**src/sv/sbb_pkg.sv**
```systemverilog
`timescale 1ns / 1ps
// ----------------------------------------------------------------------------
// sbb_pkg
// Shared types and constants of the separable box blur.
// ----------------------------------------------------------------------------
package sbb_pkg;

	localparam int MAX_RADIUS_DEF = 15;
	localparam int MAX_WIDTH_DEF  = 1024;

	localparam int COORD_W = 11;
	localparam int CHAN_W  = 8;
	localparam int PIX_W   = 3 * CHAN_W;
	localparam int POS_W   = 23;

	localparam logic [1:0] CFG_RADIUS = 2'd0;
	localparam logic [1:0] CFG_WIDTH  = 2'd1;
	localparam logic [1:0] CFG_HEIGHT = 2'd2;

	localparam logic [3:0]         RADIUS_RST = 4'd1;
	localparam logic [COORD_W-1:0] WIDTH_RST  = 11'd1024;
	localparam logic [COORD_W-1:0] HEIGHT_RST = 11'd1024;

	typedef enum logic [2:0] {
		ST_IDLE,
		ST_SCAN,
		ST_DRAIN,
		ST_DSTART,
		ST_DIV,
		ST_PUSH
	} state_t;

endpackage

```
**src/sv/sbb_div.sv**
```systemverilog
`timescale 1ns / 1ps
// ----------------------------------------------------------------------------
// sbb_div
// Restoring divider, one quotient bit per cycle, three channels sharing
// one divisor.
// ----------------------------------------------------------------------------
module sbb_div #(
	parameter int SUM_W = 18,
	parameter int DIV_W = 10
) (
	input  logic                        clk,
	input  logic                        arst_n,
	input  logic                        start,
	input  logic [2:0][SUM_W-1:0]       dividend,
	input  logic [DIV_W-1:0]            divisor,
	output logic [2:0][sbb_pkg::CHAN_W-1:0] quotient,
	output logic                        done
);

	localparam int CNT_W = $clog2(SUM_W);

	logic                  busy_q;
	logic                  done_q;
	logic [CNT_W-1:0]      cnt_q;
	logic [DIV_W-1:0]      d_q;
	logic [2:0][SUM_W-1:0] q_q;
	logic [2:0][DIV_W-1:0] rem_q;

	always_ff @(posedge clk or negedge arst_n) begin
		if (!arst_n) begin
			busy_q <= 1'b0;
			done_q <= 1'b0;
			cnt_q  <= '0;
		end else begin
			done_q <= 1'b0;
			if (start) begin
				busy_q <= 1'b1;
				cnt_q  <= CNT_W'(SUM_W - 1);
			end else if (busy_q) begin
				if (cnt_q == '0) begin
					busy_q <= 1'b0;
					done_q <= 1'b1;
				end else begin
					cnt_q <= cnt_q - 1'b1;
				end
			end
		end
	end

	always_ff @(posedge clk) begin
		logic [DIV_W:0] sh;
		if (start) begin
			d_q <= divisor;
			for (int c = 0; c < 3; c++) begin
				q_q[c]   <= dividend[c];
				rem_q[c] <= '0;
			end
		end else if (busy_q) begin
			for (int c = 0; c < 3; c++) begin
				sh = {rem_q[c], q_q[c][SUM_W-1]};
				if (sh >= {1'b0, d_q}) begin
					rem_q[c] <= DIV_W'(sh - {1'b0, d_q});
					q_q[c]   <= {q_q[c][SUM_W-2:0], 1'b1};
				end else begin
					rem_q[c] <= sh[DIV_W-1:0];
					q_q[c]   <= {q_q[c][SUM_W-2:0], 1'b0};
				end
			end
		end
	end

	always_comb begin
		for (int c = 0; c < 3; c++) begin
			quotient[c] = q_q[c][sbb_pkg::CHAN_W-1:0];
		end
	end

	assign done = done_q;

endmodule
```
**config.mk**
```make
export PLATFORM = sky130hd
export DESIGN_NAME = sbb_div
export DESIGN_NICKNAME = d
export VERILOG_FILES = /design/src/sv/sbb_pkg.sv /design/src/sv/sbb_div.sv
export SDC_FILE = /design/constraint.sdc
export NUM_CORES = 1
export LEC_CHECK = 0
export BUFFER_PORTS_ARGS = -buffer_cell sky130_fd_sc_hd__clkbuf_2
export CAP_MARGIN = 40
export CORE_ASPECT_RATIO = 0.9
export CORE_MARGIN = 1
export CORE_UTILIZATION = 52
export CTS_CLUSTER_SIZE = 30
export DETAILED_ROUTE_END_ITERATION = 8
export GPL_TIMING_DRIVEN = 0
export PLACE_DENSITY = 0.77
export SLEW_MARGIN = 20
export SYNTH_ARGS = -nofsm -noshare
export SYNTH_HDL_FRONTEND = slang
export SYNTH_SLANG_ARGS = --single-unit
export TNS_END_PERCENT = 10
```
**constraint.sdc**
```tcl
create_clock -name clk -period 2.1 [get_ports clk]
set_input_delay 0.315 -clock clk [delete_from_list [all_inputs] [get_ports clk]]
set_output_delay 0.315 -clock clk [all_outputs]
set_load 0.1 [all_outputs]
```
==> Yosys cells after proc, flatten, opt, wreduce, memory -nomap -nowiden <==
Cells that the tools add are included.
{ "totals": {"romBits": 0, "n_memories": 0, "reg_bits": 101, "latch_bits": 0, "word_cells": 38, "mem_bits_rw": 0} }
{ "op_classes": {"order_cmp": 3, "bitwise": 0, "n_reduce_logical": 3, "shift": 0, "div_mod_pow": 0, "n_addsub": 4, "n_eq_ne": 1, "multipliers": 0, "muxes": 17} }
{ "ops": {"columns": ["cell", "n"], "rows": [
  ["two-way mux 54 bit", 2],
  [">= comparator 11 x 10 -> 1 bit", 3],
  ["two-way mux 10 bit", 3],
  ["subtractor 10 bit", 3],
  ["two-way mux 5 bit", 3],
  ["two-way mux 1 bit", 9],
  ["zero test 5 bit", 1],
  ["subtractor 5 x 1 -> 5 bit (second input constant)", 1],
  ["!= test 2 bit (second input constant)", 1],
  ["AND reduction 2 bit", 1],
  ["nonzero test 2 bit", 1]
]} }

==> Depth between registers and ports, before layout <==
Gate-level depths: netlist of run 1.
{ "logic_depth": {"word_depth": 4, "ltp_mapped": 10} }

==> Worst setup path before layout of run 1 <==
OpenSTA, ideal clock, no wires.
{ "synth_timing": {"kind": "reg-to-reg", "startpoint": "register d_q[1]", "endpoint": "register q_q (netlist bit quotient[8]), data pin", "required_ns": 1.840, "stages_incl_launch_ff": 9, "slack_ns": -0.157, "synth_period_minus_slack_ns": 2.257, "t_arrival_ns": 1.997, "path_cell_list": "edfxtp_1 > inv_1 > ha_1 > nor2b_1 > o31a_2 > o21ai_2 > o41ai_4 > buf_6 > mux2_2"} }
{ "synth_between": {"elab_chain_len": 4} }
{ "synth_lines": {"columns": ["element", "line", "rtl"], "rows": [
  ["start: declaration", "sbb_div.sv:25", "logic [DIV_W-1:0] d_q;"],
  ["start signal: assignment", "sbb_div.sv:53", "d_q <= divisor;"],
  [">= comparator 11 x 10 -> 1 bit", "sbb_div.sv:61", "if (sh >= {1'b0, d_q}) begin"],
  ["two-way mux 1 bit", "sbb_div.sv:61", null],
  ["two-way mux 54 bit", "sbb_div.sv:58", "end else if (busy_q) begin"],
  ["two-way mux 54 bit", "sbb_div.sv:52", "if (start) begin"],
  ["end signal: indexed assignment", "sbb_div.sv:55", "q_q[c] <= dividend[c];"],
  ["end signal: indexed assignment", "sbb_div.sv:63", "q_q[c] <= {q_q[c][SUM_W-2:0], 1'b1};"],
  ["end signal: indexed assignment", "sbb_div.sv:66", "q_q[c] <= {q_q[c][SUM_W-2:0], 1'b0};"],
  ["end: declaration", "sbb_div.sv:26", "logic [2:0][SUM_W-1:0] q_q;"]
]} }
No other way between the ends. The select of a mux whose other input is x is not followed.
A chain may end at the register's enable or synchronous reset.

==> Worst setup path after layout of run 1 <==
{ "layout_timing": {"startpoint": "register d_q[4]", "endpoint": "register rem_q[1] (netlist bit)"} }
{ "layout_between": {"elab_chain_len": 2} }
{ "layout_lines": {"columns": ["element", "line", "rtl"], "rows": [
  [">= comparator 11 x 10 -> 1 bit", "sbb_div.sv:61", null],
  ["two-way mux 10 bit", "sbb_div.sv:61", null],
  ["end signal: indexed assignment", "sbb_div.sv:62", "rem_q[c] <= DIV_W'(sh - {1'b0, d_q});"],
  ["end signal: indexed assignment", "sbb_div.sv:65", "rem_q[c] <= sh[DIV_W-1:0];"],
  ["end: declaration", "sbb_div.sv:27", "logic [2:0][DIV_W-1:0] rem_q;"]
]} }
No other way between the ends.

==> metrics.md, run 1 <==
| Metric | Value |
|---|---|
| Post-synth EDFFs | `64` |
| FF-to-FF Start | `d_q[4]` |
| Leakage | `between 0.002 and 0.003 uW` |
| Multi-input logic area | `3000 um^2` |
| Crit Path Class | `register to register` |
| Period Utilization, post-route | `113%` |
| Gpl congestion | `around 0.88` |
| Final WS setup | `-274 ps` |
| Fin. max-slew vios | `0` |
| DP Area | `about 6500 um^2` |
| Vias in the first global route | `roughly 4300` |
| Sequential cell area | `between 2000 and 3000 um^2` |
| Post-Route WL | `~14 mm` |
| Die Span Y | `a little over 100 um` |
| Worst VDD drop | `~0.67 mV` |
| Worst path slowest cell | `ha_1` |
| Max-Cap Viols | `0` |
| Most common cell after layout, fill and taps aside | `clkbuf_2` |
| CTS root buffer | `clkbuf_16` |
| RSZ-0062 raised after global routing | `yes` |
| Port Buf Inserts | `91` |
| Vias per cell | `roughly 5.7` |
| Dominant cell type by area after synthesis | `edfxtp_1` |
| Synth-to-Final Area Change | `22.8%` |
| Top_reg_cell synth | `edfxtp_1` |
| Failing checks | `setup timing` |
| Post-synthesis sequential area ratio | `a little under half` |
| H-Tree Depth | `3` |
| CTS buffer count | `9` |
| Hold Crit Depth | `1` |
| Die footprint | `11600 um^2` |
| CP required | `~2300 ps` |
| Post-synthesis cell type count | `between 60 and 70` |
| Clock Tree Buf Depth | `2` |
| Period minus WS final | `roughly 2400 ps` |
| Yosys top cell area share | `between 30 and 40%` |
| Largest net degree at the start of global routing | `37` |
| CP Launch Type | `register` |
| Critical Path Max Stage Delay | `roughly 380 ps` |
| Nets | `732` |
| Actual slew at the worst max-slew pin | `721 ps` |
| Worst EP arrival | `between 2000 and 3000 ps` |
| Synthesized netlist cell count | `roughly 510` |
| Post-synth design cell area | `~5800 um^2` |
| Final Hold Vio Count | `0` |
| Share of cells above drive strength 1 | `roughly two fifths` |
| Synth top area cells | `edfxtp_1 33%, mux2_2 11%, dfxtp_1 10%` |
| Setup-failing EPs final | `32` |
| Sink Count | `slightly above 100` |
| Hold Crit Endpoint | `d_q[3]` |
| Core Util, Final | `between 60 and 70%` |
| Hold Crit Start | `divisor[3]` |
| FF-to-FF End | `rem_q[1]` |
| Crit path max-delay family | `compound AO/OA/AOI/OAI gates` |
| Initial antenna violation count | `0` |
| CTS tree | `yes` |
| Clock skew | `5.67 ps` |
| Grt ovf | `0` |
| Drt initial violations | `275` |
| Critical path, cell by cell | `inv_2 -> ha_1 -> nand4_1 -> a21oi_2 -> o311ai_4 -> a41oi_4 -> buf_4 -> mux2i_1 -> a211oi_1` |
| Cell area power density | `around 1300 nW/um^2` |
| Clock Latency Late Sink | `between 300 and 400 ps` |
| Antenna Violating Nets Remaining | `0` |
| Crit path buffers/inverters | `2` |
| Worst R2R Path Depth | `9` |
| Core area | `10900 um^2` |
| Residual DRC | `0` |
| Commonest cells after routing, fill and taps aside | `92 x clkbuf_2, 64 x edfxtp_1, 55 x mux2_2` |
| Slew Limit Headroom | `roughly 52%` |
| I/O Pins | `slightly above 90` |
| Crit Path Max Fanout | `5` |
| Hpwl dp | `between 9 and 10 mm` |
| Post-Syn Nets | `613` |
| Achievable Freq | `around 0.42 GHz` |
| Total track usage | `between 20% and 30%` |
| Die W | `113 um` |
| TNS Setup | `-4610 ps` |
| Synth Area per Inst | `about 11 um^2` |
| Wire per inst | `17.8 um` |
| Via count | `between 4000 and 5000` |
| Worst-path clk slew | `approximately 70 ps` |
| Starting Density | `53.6%` |
| Yosys warns | `0` |
| Final hold slack | `between 100 and 150 ps` |
| First-pass GRT wire length | `21.1 mm` |
| Worst min path class | `input port to register` |
| Rows | `36` |
| Fillers | `between 700 and 800` |
| Ys async rst share | `just under 7%` |
| Status | `finished, violations left` |
| Design area | `just over 7000 um^2` |
| Count of state elements after synthesis | `~100` |
| Number of diodes | `0` |
| Setup crit end kind | `register` |
| First-pass detailed-route iteration total | `5` |
| Setup slack, reg-to-reg | `-270 ps` |
## per-stage QoR
step | std cells | power [uW] | setup WS [ps]
floorplan | 511 | 6530 | -40.7
global placement | 754 | 7200 | -1100
detailed placement | 755 | 7330 | -653
CTS | 777 | 8810 | -245
global route | 787 | 9710 | -367
finish | 787 | 9240 | -274
## kinds of logic after synthesis
group	share of synthesized area, %
compound gates	13.1
xor+xnor	3.61
fa+ha+maj	7.91
buf+inv	6.21
flops	46.4
mux	13.2
simple gates	9.57
## how the worst max path moves through the flow
| stage | startpoint | to | slack [ps] | depth (start not counted) |
|---|---|---|---|---|
| 2_1_floorplan | d_q[1] | quotient[8] | -40 | 8 |
| 3_3_place_gp | start | q_q[50] | -1100 | 4 |
| 3_5_place_dp | start | quotient[17] | -650 | 5 |
| 4_1_cts | d_q[3] | rem_q[6] | -240 | 8 |
| 5_1_grt | d_q[4] | rem_q[7] | -370 | 9 |
| 6_report | d_q[4] | rem_q[1] | -270 | 9 |
## routing by layer
metal	wire (um)	global-route usage (%)	vias to the layer above
li1	-	-	2113
met1	5830	31.0	2144
met2	6710	39.5	207
met3	1080	4.80	44
met4	359	7.39	0
met5	0	0	-
## registers in the layout, summed over array words and instances (netlist names)
signal    cells
rem_q        30
q_q          30
quotient     24
busy_q        1
done          1
cnt_q         5
d_q          10
## synthesized netlist by cell type (3+ instances only)
master and n:
a21o_1 4, nor3_1 10, o211a_1 4, fa_1 3, xor2_1 10, nor4_1 3
edfxtp_1 64, nor2_1 30, a31oi_1 4, a21oi_1 24, o31ai_1 3, mux2_2 56
ha_1 32, a211oi_1 13, mux2i_1 14, nand3_1 7, o21ai_0 15, buf_4 24
xnor2_1 14, clkbuf_1 14, and2_1 3, dfxtp_1 30, nand2_1 34, o31a_1 3
nor2b_1 5, nand4_1 7, inv_1 25, dfrtp_1 7
## repair_timing
action                                  CTS  global route
endpoints found under the hold margin     7             0
pin swaps                                 5            23
resized for setup                        21            40
endpoints found under the setup margin   86            72
buffers inserted                          3             9
hold buffers                              1             0
cloned                                    2             1
## area by class of cell
cell class	instances	area share [%]
plain buffers	42	3.80
clock buffers	11	3.26
clock inverters	5	0.490
inverters	26	1.52
multi-input cells	342	41.9
flip-flops and latches	101	37.8
well taps	152	2.66
repair buffers	107	8.47
repair inverters	1	0.105
## report_power, final
| group | switching, uW | total [uW] | leakage, uW | internal, uW |
|---|---|---|---|---|
| combinational | 2710 | 4700 | 0.00184 | 1990 |
| sequential | 357 | 3010 | 0.00100 | 2650 |
| clock | 718 | 1530 | 0.000130 | 809 |
(Power assumes the default switching activity.)
==> inputs of run 2 (changes only) <==
--- a/config.mk
+++ b/config.mk
@@ -7,7 +7,7 @@
 export LEC_CHECK = 0
 export BUFFER_PORTS_ARGS = -buffer_cell sky130_fd_sc_hd__clkbuf_2
 export CAP_MARGIN = 40
-export CORE_ASPECT_RATIO = 0.9
+export CORE_ASPECT_RATIO = 1.25
 export CORE_MARGIN = 1
 export CORE_UTILIZATION = 52
 export CTS_CLUSTER_SIZE = 30
==> metrics.md, run 2 (synthesized netlist as in run 1, its figures left out) <==
| Metric | Value |
|---|---|
| Hold Crit Depth | `1 (unchanged)` |
| CTS tree | `yes` |
| Die W | `96.6 um (-15%)` |
| Worst path slowest cell | `o41ai_4` |
| Antenna Violating Nets Remaining | `0 (unchanged)` |
| Clock power frac | `16.7% (+0.2 points)` |
| Hold Crit Endpoint | `d_q[1]` |
| Clock Latency Late Sink | `350 ps (about the same)` |
| Post-Route WL | `14.5 mm (+3.6%)` |
| Achievable Freq | `0.431 GHz (+2.2%)` |
| FF-to-FF Start | `d_q[1]` |
| Period minus WS final | `2320 ps (-50.8 ps)` |
| Vias in the first global route | `4494 (+4.2%)` |
| Worst R2R Path Depth | `9 (unchanged)` |
| Core area | `10700 um^2 (-1.2%)` |
| Worst-path clk slew | `70 ps (about the same)` |
| Critical path, cell by cell | `clkinv_4 -> ha_4 -> nor2b_4 -> o31a_4 -> o21ai_4 -> o41ai_4 -> buf_4 -> mux2i_1 -> a211oi_1` |
| Most common cell after layout, fill and taps aside | `clkbuf_2` |
| Layout Cells excl Fill | `771 (-2.0%)` |
| Fillers | `771 (-1.3%)` |
| Initial antenna violation count | `0 (unchanged)` |
| Crit Path Max Fanout | `6 (+1)` |
| Crit Path Class | `register to register` |
| Clock Tree Buf Depth | `2 (unchanged)` |
| Nets | `736 (+0.55%)` |
| CTS buffer count | `9 (unchanged)` |
| Worst VDD drop | `0.723 mV (+8.3%)` |
| Final WS setup | `-223 ps (+50.8 ps)` |
| Worst EP arrival | `2570 ps (about the same)` |
| Starting Density | `54.3% (+0.68 points)` |
| Slew Limit Headroom | `51.6% (-0.35 points)` |
| Port Buf Inserts | `91 (unchanged)` |
| Setup crit end kind | `register` |
| Failing checks | `setup timing` |
| Residual DRC | `0 (unchanged)` |
| Total track usage | `23.9% (+0.27 points)` |
| TNS Setup | `-4940 ps (-329 ps)` |
| Sequential cell area | `2700 um^2 (unchanged)` |
| Clock skew | `5.11 ps (-0.562 ps)` |
| Rows | `42 (+17%)` |
| Core Util, Final | `68.3% (+2.4 points)` |
| Commonest cells after routing, fill and taps aside | `92 x clkbuf_2, 64 x edfxtp_1, 54 x mux2_2` |
| Vias per cell | `5.97 (+4.2%)` |
| Multi-input logic area | `3150 um^2 (+5.2%)` |
| Comb pwr share | `51.4% (+0.5 points)` |
| Cell area power density | `1310 nW/um^2 (+1.4%)` |
| Leakage | `0.00302 uW (+1.3%)` |
| Sink Count | `101 (unchanged)` |
| Via count | `4602 (+2.1%)` |
| CP Launch Type | `register` |
| Internal power | `5630 uW (+3.3%)` |
| Critical Path Max Stage Delay | `440 ps (+60 ps)` |
| Hpwl dp | `10.0 mm (+3.8%)` |
| Die footprint | `11600 um^2 (about the same)` |
| Gpl congestion | `1.00 (+13%)` |
| CP required | `2350 ps (+50 ps)` |
| Final hold slack | `134 ps (-12.8 ps)` |
| Placed Cells | `735 (-2.6%)` |
| Net Sw Power | `3960 uW (+4.5%)` |
| Reg power frac | `31.9% (-0.7 points)` |
| I/O Pins | `92 (unchanged)` |
| Largest net degree at the start of global routing | `37 (unchanged)` |
| Wire per inst | `18.8 um (+5.7%)` |
| Number of diodes | `0 (unchanged)` |
| Setup-failing EPs final | `32 (unchanged)` |
| Max-Cap Viols | `0 (unchanged)` |
| Share of cells above drive strength 1 | `45.1% (+4.0 points)` |
| Fin. max-slew vios | `0 (unchanged)` |
| Period Utilization, post-route | `111% (-2.4 points)` |
| Actual slew at the worst max-slew pin | `726 ps (+5.21 ps)` |
| FF-to-FF End | `rem_q[13]` |
| Hold Crit Start | `divisor[1]` |
| Pre-CTS WS | `-800 ps (-147 ps)` |
| RSZ-0062 raised after global routing | `yes` |
| CTS root buffer | `clkbuf_16` |
| Status | `finished, violations left` |
| H-Tree Depth | `3 (unchanged)` |
| Switching share of total power | `41.3% (+0.28 points)` |
| Worst min path class | `input port to register` |
| First-pass detailed-route iteration total | `5 (unchanged)` |
| Grt ovf | `0 (unchanged)` |
| Setup slack, reg-to-reg | `-220 ps (+50 ps)` |
| First-pass GRT wire length | `21.6 mm (+2.2%)` |
| Die Span Y | `120 um (+18%)` |
| Final Hold Vio Count | `0 (unchanged)` |
| Drt initial violations | `235 (-15%)` |
| Synth-to-Final Area Change | `25.8%` |
## run 2: changes by cell type in the layout (fill, tap and decap cells not counted), moves of 3 or more
cell and delta:
ha_4 +9, buf_4 +7, ha_1 -5, ha_2 -4, inv_1 -4, a211oi_1 -3
a211oi_2 +3, buf_6 -3, inv_4 +3, nand2_1 -3, o21ai_0 -3, o21ai_1 +3
## run 2: cell type report
type,count,area share (%)
repair buffers,111,8.53
clock inverters,7,0.752
plain buffers,42,3.71
well taps,132,2.26
flip-flops and latches,101,36.9
clock buffers,9,3.08
multi-input cells,342,43.1
repair inverters,1,0.0684
inverters,26,1.66
## run 2: power groups by stage
stage | sequential, uW | clock (uW) | combinational (uW)
6_report | 3060 | 1600 | 4930
3_5_place_dp | 3060 | 0 | 4300
5_1_grt | 3110 | 1670 | 5250
2_1_floorplan | 2950 | 0 | 3570
3_3_place_gp | 3030 | 0 | 4160
4_1_cts | 3030 | 1620 | 4410
## run 2: metrics by stage
step | total power [uW] | cell area [um^2]
2_1_floorplan | 6530 | 5860
3_3_place_gp | 7190 | 6480
3_5_place_dp | 7360 | 6500
4_1_cts | 9060 | 6860
5_1_grt | 10000 | 7320
6_report | 9590 | 7320
## run 2: how the worst max path moves through the flow
| stage | to | startpoint | slack [ps] | cells past startpoint |
|---|---|---|---|---|
| 2_1_floorplan | quotient[8] | d_q[1] | -40 | 8 |
| 3_3_place_gp | quotient[19] | start | -1190 | 4 |
| 3_5_place_dp | quotient[18] | start | -800 | 5 |
| 4_1_cts | quotient[8] | d_q[1] | -260 | 8 |
| 5_1_grt | rem_q[13] | d_q[1] | -300 | 9 |
| 6_report | rem_q[13] | d_q[1] | -220 | 9 |
## run 2: critical path: cells and delay by family (launching register included)
family	cells	cell delay, ps
multiplexers	1	70
flip-flops	1	400
adder cells (fa/ha/maj)	1	290
AO/OA/AOI/OAI	4	990
buffers and inverters	2	330
AND/OR/NAND/NOR	1	150
## run 2: layer usage
| metal | wire, um | vias to the layer above | part of all wire (%) | global-route usage (%) |
|---|---|---|---|---|
| met5 | 0 | - | 0 | 0 |
| met4 | 666 | 0 | 4.6 | 17.3 |
| met3 | 905 | 52 | 6.3 | 4.74 |
| met2 | 7350 | 190 | 51 | 40.7 |
| met1 | 5550 | 2239 | 38 | 26.6 |
| li1 | - | 2121 | - | - |
## run 2: repair_timing
action / CTS / global route
hold buffers: 1 / 0
setup buffers: 0 / 16
pin swaps: 5 / 34
resized for setup: 22 / 67
endpoints found under the hold margin: 7 / 0
endpoints found under the setup margin: 86 / 82
cloned: 1 / 2
==> inputs of run 3 (changes only) <==
--- a/config.mk
+++ b/config.mk
@@ -7,13 +7,14 @@
 export LEC_CHECK = 0
 export BUFFER_PORTS_ARGS = -buffer_cell sky130_fd_sc_hd__clkbuf_2
 export CAP_MARGIN = 40
-export CORE_ASPECT_RATIO = 1.25
+export CORE_ASPECT_RATIO = 0.75
 export CORE_MARGIN = 1
 export CORE_UTILIZATION = 52
 export CTS_CLUSTER_SIZE = 30
 export DETAILED_ROUTE_END_ITERATION = 8
 export GPL_TIMING_DRIVEN = 0
 export PLACE_DENSITY = 0.77
+export SKIP_CTS_REPAIR_TIMING = 1
 export SLEW_MARGIN = 20
 export SYNTH_ARGS = -nofsm -noshare
 export SYNTH_HDL_FRONTEND = slang
==> metrics.md, run 3 (synthesized netlist as in run 1, its figures left out) <==
| Metric | Value |
|---|---|
| Status | `finished, violations left` |
| Failing checks | `setup timing` |
| Clock Tree Buf Depth | `2 (unchanged)` |
| Setup slack, reg-to-reg | `-280 ps (-50 ps)` |
| Design area | `7250 um^2 (-0.97%)` |
| Crit Path Class | `register to register` |
| Sequential cell area | `2700 um^2 (unchanged)` |
| Die footprint | `11600 um^2 (about the same)` |
| Layout Cells excl Fill | `777 (+0.78%)` |
| Sink Count | `101 (unchanged)` |
| Clock skew | `13.4 ps (+8.31 ps)` |
| Multi-input logic area | `3060 um^2 (-2.8%)` |
| Hold Crit Start | `divisor[9]` |
| Cell area power density | `1310 nW/um^2 (-0.22%)` |
| First-pass detailed-route iteration total | `6 (+1)` |
| Final Hold Vio Count | `0 (unchanged)` |
| Core area | `10900 um^2 (+1.7%)` |
| Largest net degree at the start of global routing | `29 (-22%)` |
| Met1 Track Usage GR | `32.4% (+5.8 points)` |
| Final hold slack | `132 ps (-2.63 ps)` |
| Gpl congestion | `0.923 (-7.8%)` |
| DP Area | `6510 um^2 (+0.15%)` |
| H-Tree Depth | `3 (unchanged)` |
| Period Utilization, post-route | `113% (+2.5 points)` |
| Share of cells above drive strength 1 | `43.0% (-2.1 points)` |
| Synth-to-Final Area Change | `24.5%` |
| Vias per cell | `5.79 (-3.0%)` |
| Period minus WS final | `2380 ps (+52.4 ps)` |
| I/O Pins | `92 (unchanged)` |
| Slew Limit Headroom | `49.6% (-2.0 points)` |
| CTS root buffer | `clkbuf_16` |
| CTS tree | `yes` |
| Rows | `33 (-21%)` |
| Clock Latency Late Sink | `360 ps (about the same)` |
| Fillers | `817 (+6.0%)` |
| Crit path capture | `rem_q[8]` |
| Wire per inst | `18.3 um (-2.5%)` |
| Antenna Violating Nets Remaining | `0 (unchanged)` |
| Setup crit end kind | `register` |
| Via count | `4499 (-2.2%)` |
| Die Span Y | `93.6 um (-22%)` |
| FF-to-FF End | `rem_q[8]` |
| Initial antenna violation count | `0 (unchanged)` |
| Die W | `124 um (+28%)` |
| Number of diodes | `0 (unchanged)` |
| Starting Density | `53.4% (-0.90 points)` |
| CTS buffer count | `9 (unchanged)` |
| Achievable Freq | `0.421 GHz (-2.2%)` |
| Port Buf Inserts | `91 (unchanged)` |
| Post-Route WL | `14.2 mm (-1.7%)` |
| Met3 usage | `6.16% (+1.4 points)` |
| RSZ-0062 raised after global routing | `yes` |
| Total track usage | `24.4% (+0.52 points)` |
| Placed Cells | `743 (+1.1%)` |
| Pre-CTS WS | `-839 ps (-39.4 ps)` |
| Setup-failing EPs final | `32 (unchanged)` |
| Commonest cells after routing, fill and taps aside | `92 x clkbuf_2, 64 x edfxtp_1, 55 x mux2_2` |
| First-pass GRT wire length | `21.4 mm (-0.74%)` |
| CP Launch Type | `register` |
| Grt ovf | `0 (unchanged)` |
| Worst VDD drop | `0.716 mV (-1.0%)` |
| FF-to-FF Start | `d_q[1]` |
| Leakage | `0.00300 uW (-0.51%)` |
| Worst EP arrival | `2640 ps (+70 ps)` |
| Nets | `734 (-0.27%)` |
| Most common cell after layout, fill and taps aside | `clkbuf_2` |
| Final WS setup | `-275 ps (-52.4 ps)` |
| GRT Max-Usage Layer | `met2` |
| Worst-path clk slew | `80 ps (about the same)` |
| Global Route met2 Usage | `39.4% (-1.3 points)` |
| Drt initial violations | `304 (+29%)` |
| CP required | `2360 ps (about the same)` |
| Core Util, Final | `66.5% (-1.8 points)` |
| Hpwl dp | `9.95 mm (-0.79%)` |
| Residual DRC | `0 (unchanged)` |
| Fin. max-slew vios | `0 (unchanged)` |
| Worst min path class | `input port to register` |
| Max-Cap Viols | `0 (unchanged)` |
| Worst R2R Path Depth | `10 (+1)` |
| Worst Setup SP | `d_q[1]` |
| Actual slew at the worst max-slew pin | `755 ps (+29.3 ps)` |
| Vias in the first global route | `4291 (-4.5%)` |
| Crit Path Max Fanout | `5 (-1)` |
==> run 3: worst max-delay path, cell delays in order, from the launching register on <==
cell      delay [ps]
edfxtp_1         390
clkinv_4         110
buf_6            140
buf_4            130
fa_2             410
a211oi_2         270
o21bai_2         160
o31ai_2          290
xnor2_1          150
nand2_1           70
o221ai_1         150
==> run 3: metrics by stage <==
| step | setup TNS [ps] | total power (uW) |
|---|---|---|
| floorplan | -2110 | 6530 |
| global placement | -75330 | 7200 |
| detailed placement | -53790 | 7360 |
| CTS | -28530 | 9040 |
| global route | -8050 | 9940 |
| finish | -5050 | 9470 |
==> run 3: how the worst min path moves through the flow <==
stage                           to  slack [ps]  cells past startpoint
after CTS                     done        -210                      1
after global routing        d_q[9]         130                      1
after detailed placement      done         160                      1
final                       d_q[9]         130                      1
after floorplan             busy_q          20                      0
after global placement    cnt_q[3]         150                      1
==> run 3: metal layers <==
metal,routed length [um],up-vias
li1,-,2124
met1,6160,2185
met2,6850,158
met3,893,32
met4,322,0
met5,0,-
==> run 3: layout make-up <==
class	count	area share [%]
Clock inverter	7	1.00
Inverter	26	1.54
Timing Repair Buffer	109	8.57
Sequential cell	101	37.2
Timing Repair inverter	1	0.104
Tap cell	140	2.42
Multi-Input combinational cell	342	42.3
Buffer	42	3.75
Clock buffer	9	3.11
==> run 3: power by group <==
| group | leakage (uW) | internal [uW] | switching, uW |
|---|---|---|---|
| Combinational | 0.00186 | 2050 | 2720 |
| Sequential | 0.00100 | 2650 | 386 |
| Clock | 0.000143 | 843 | 833 |
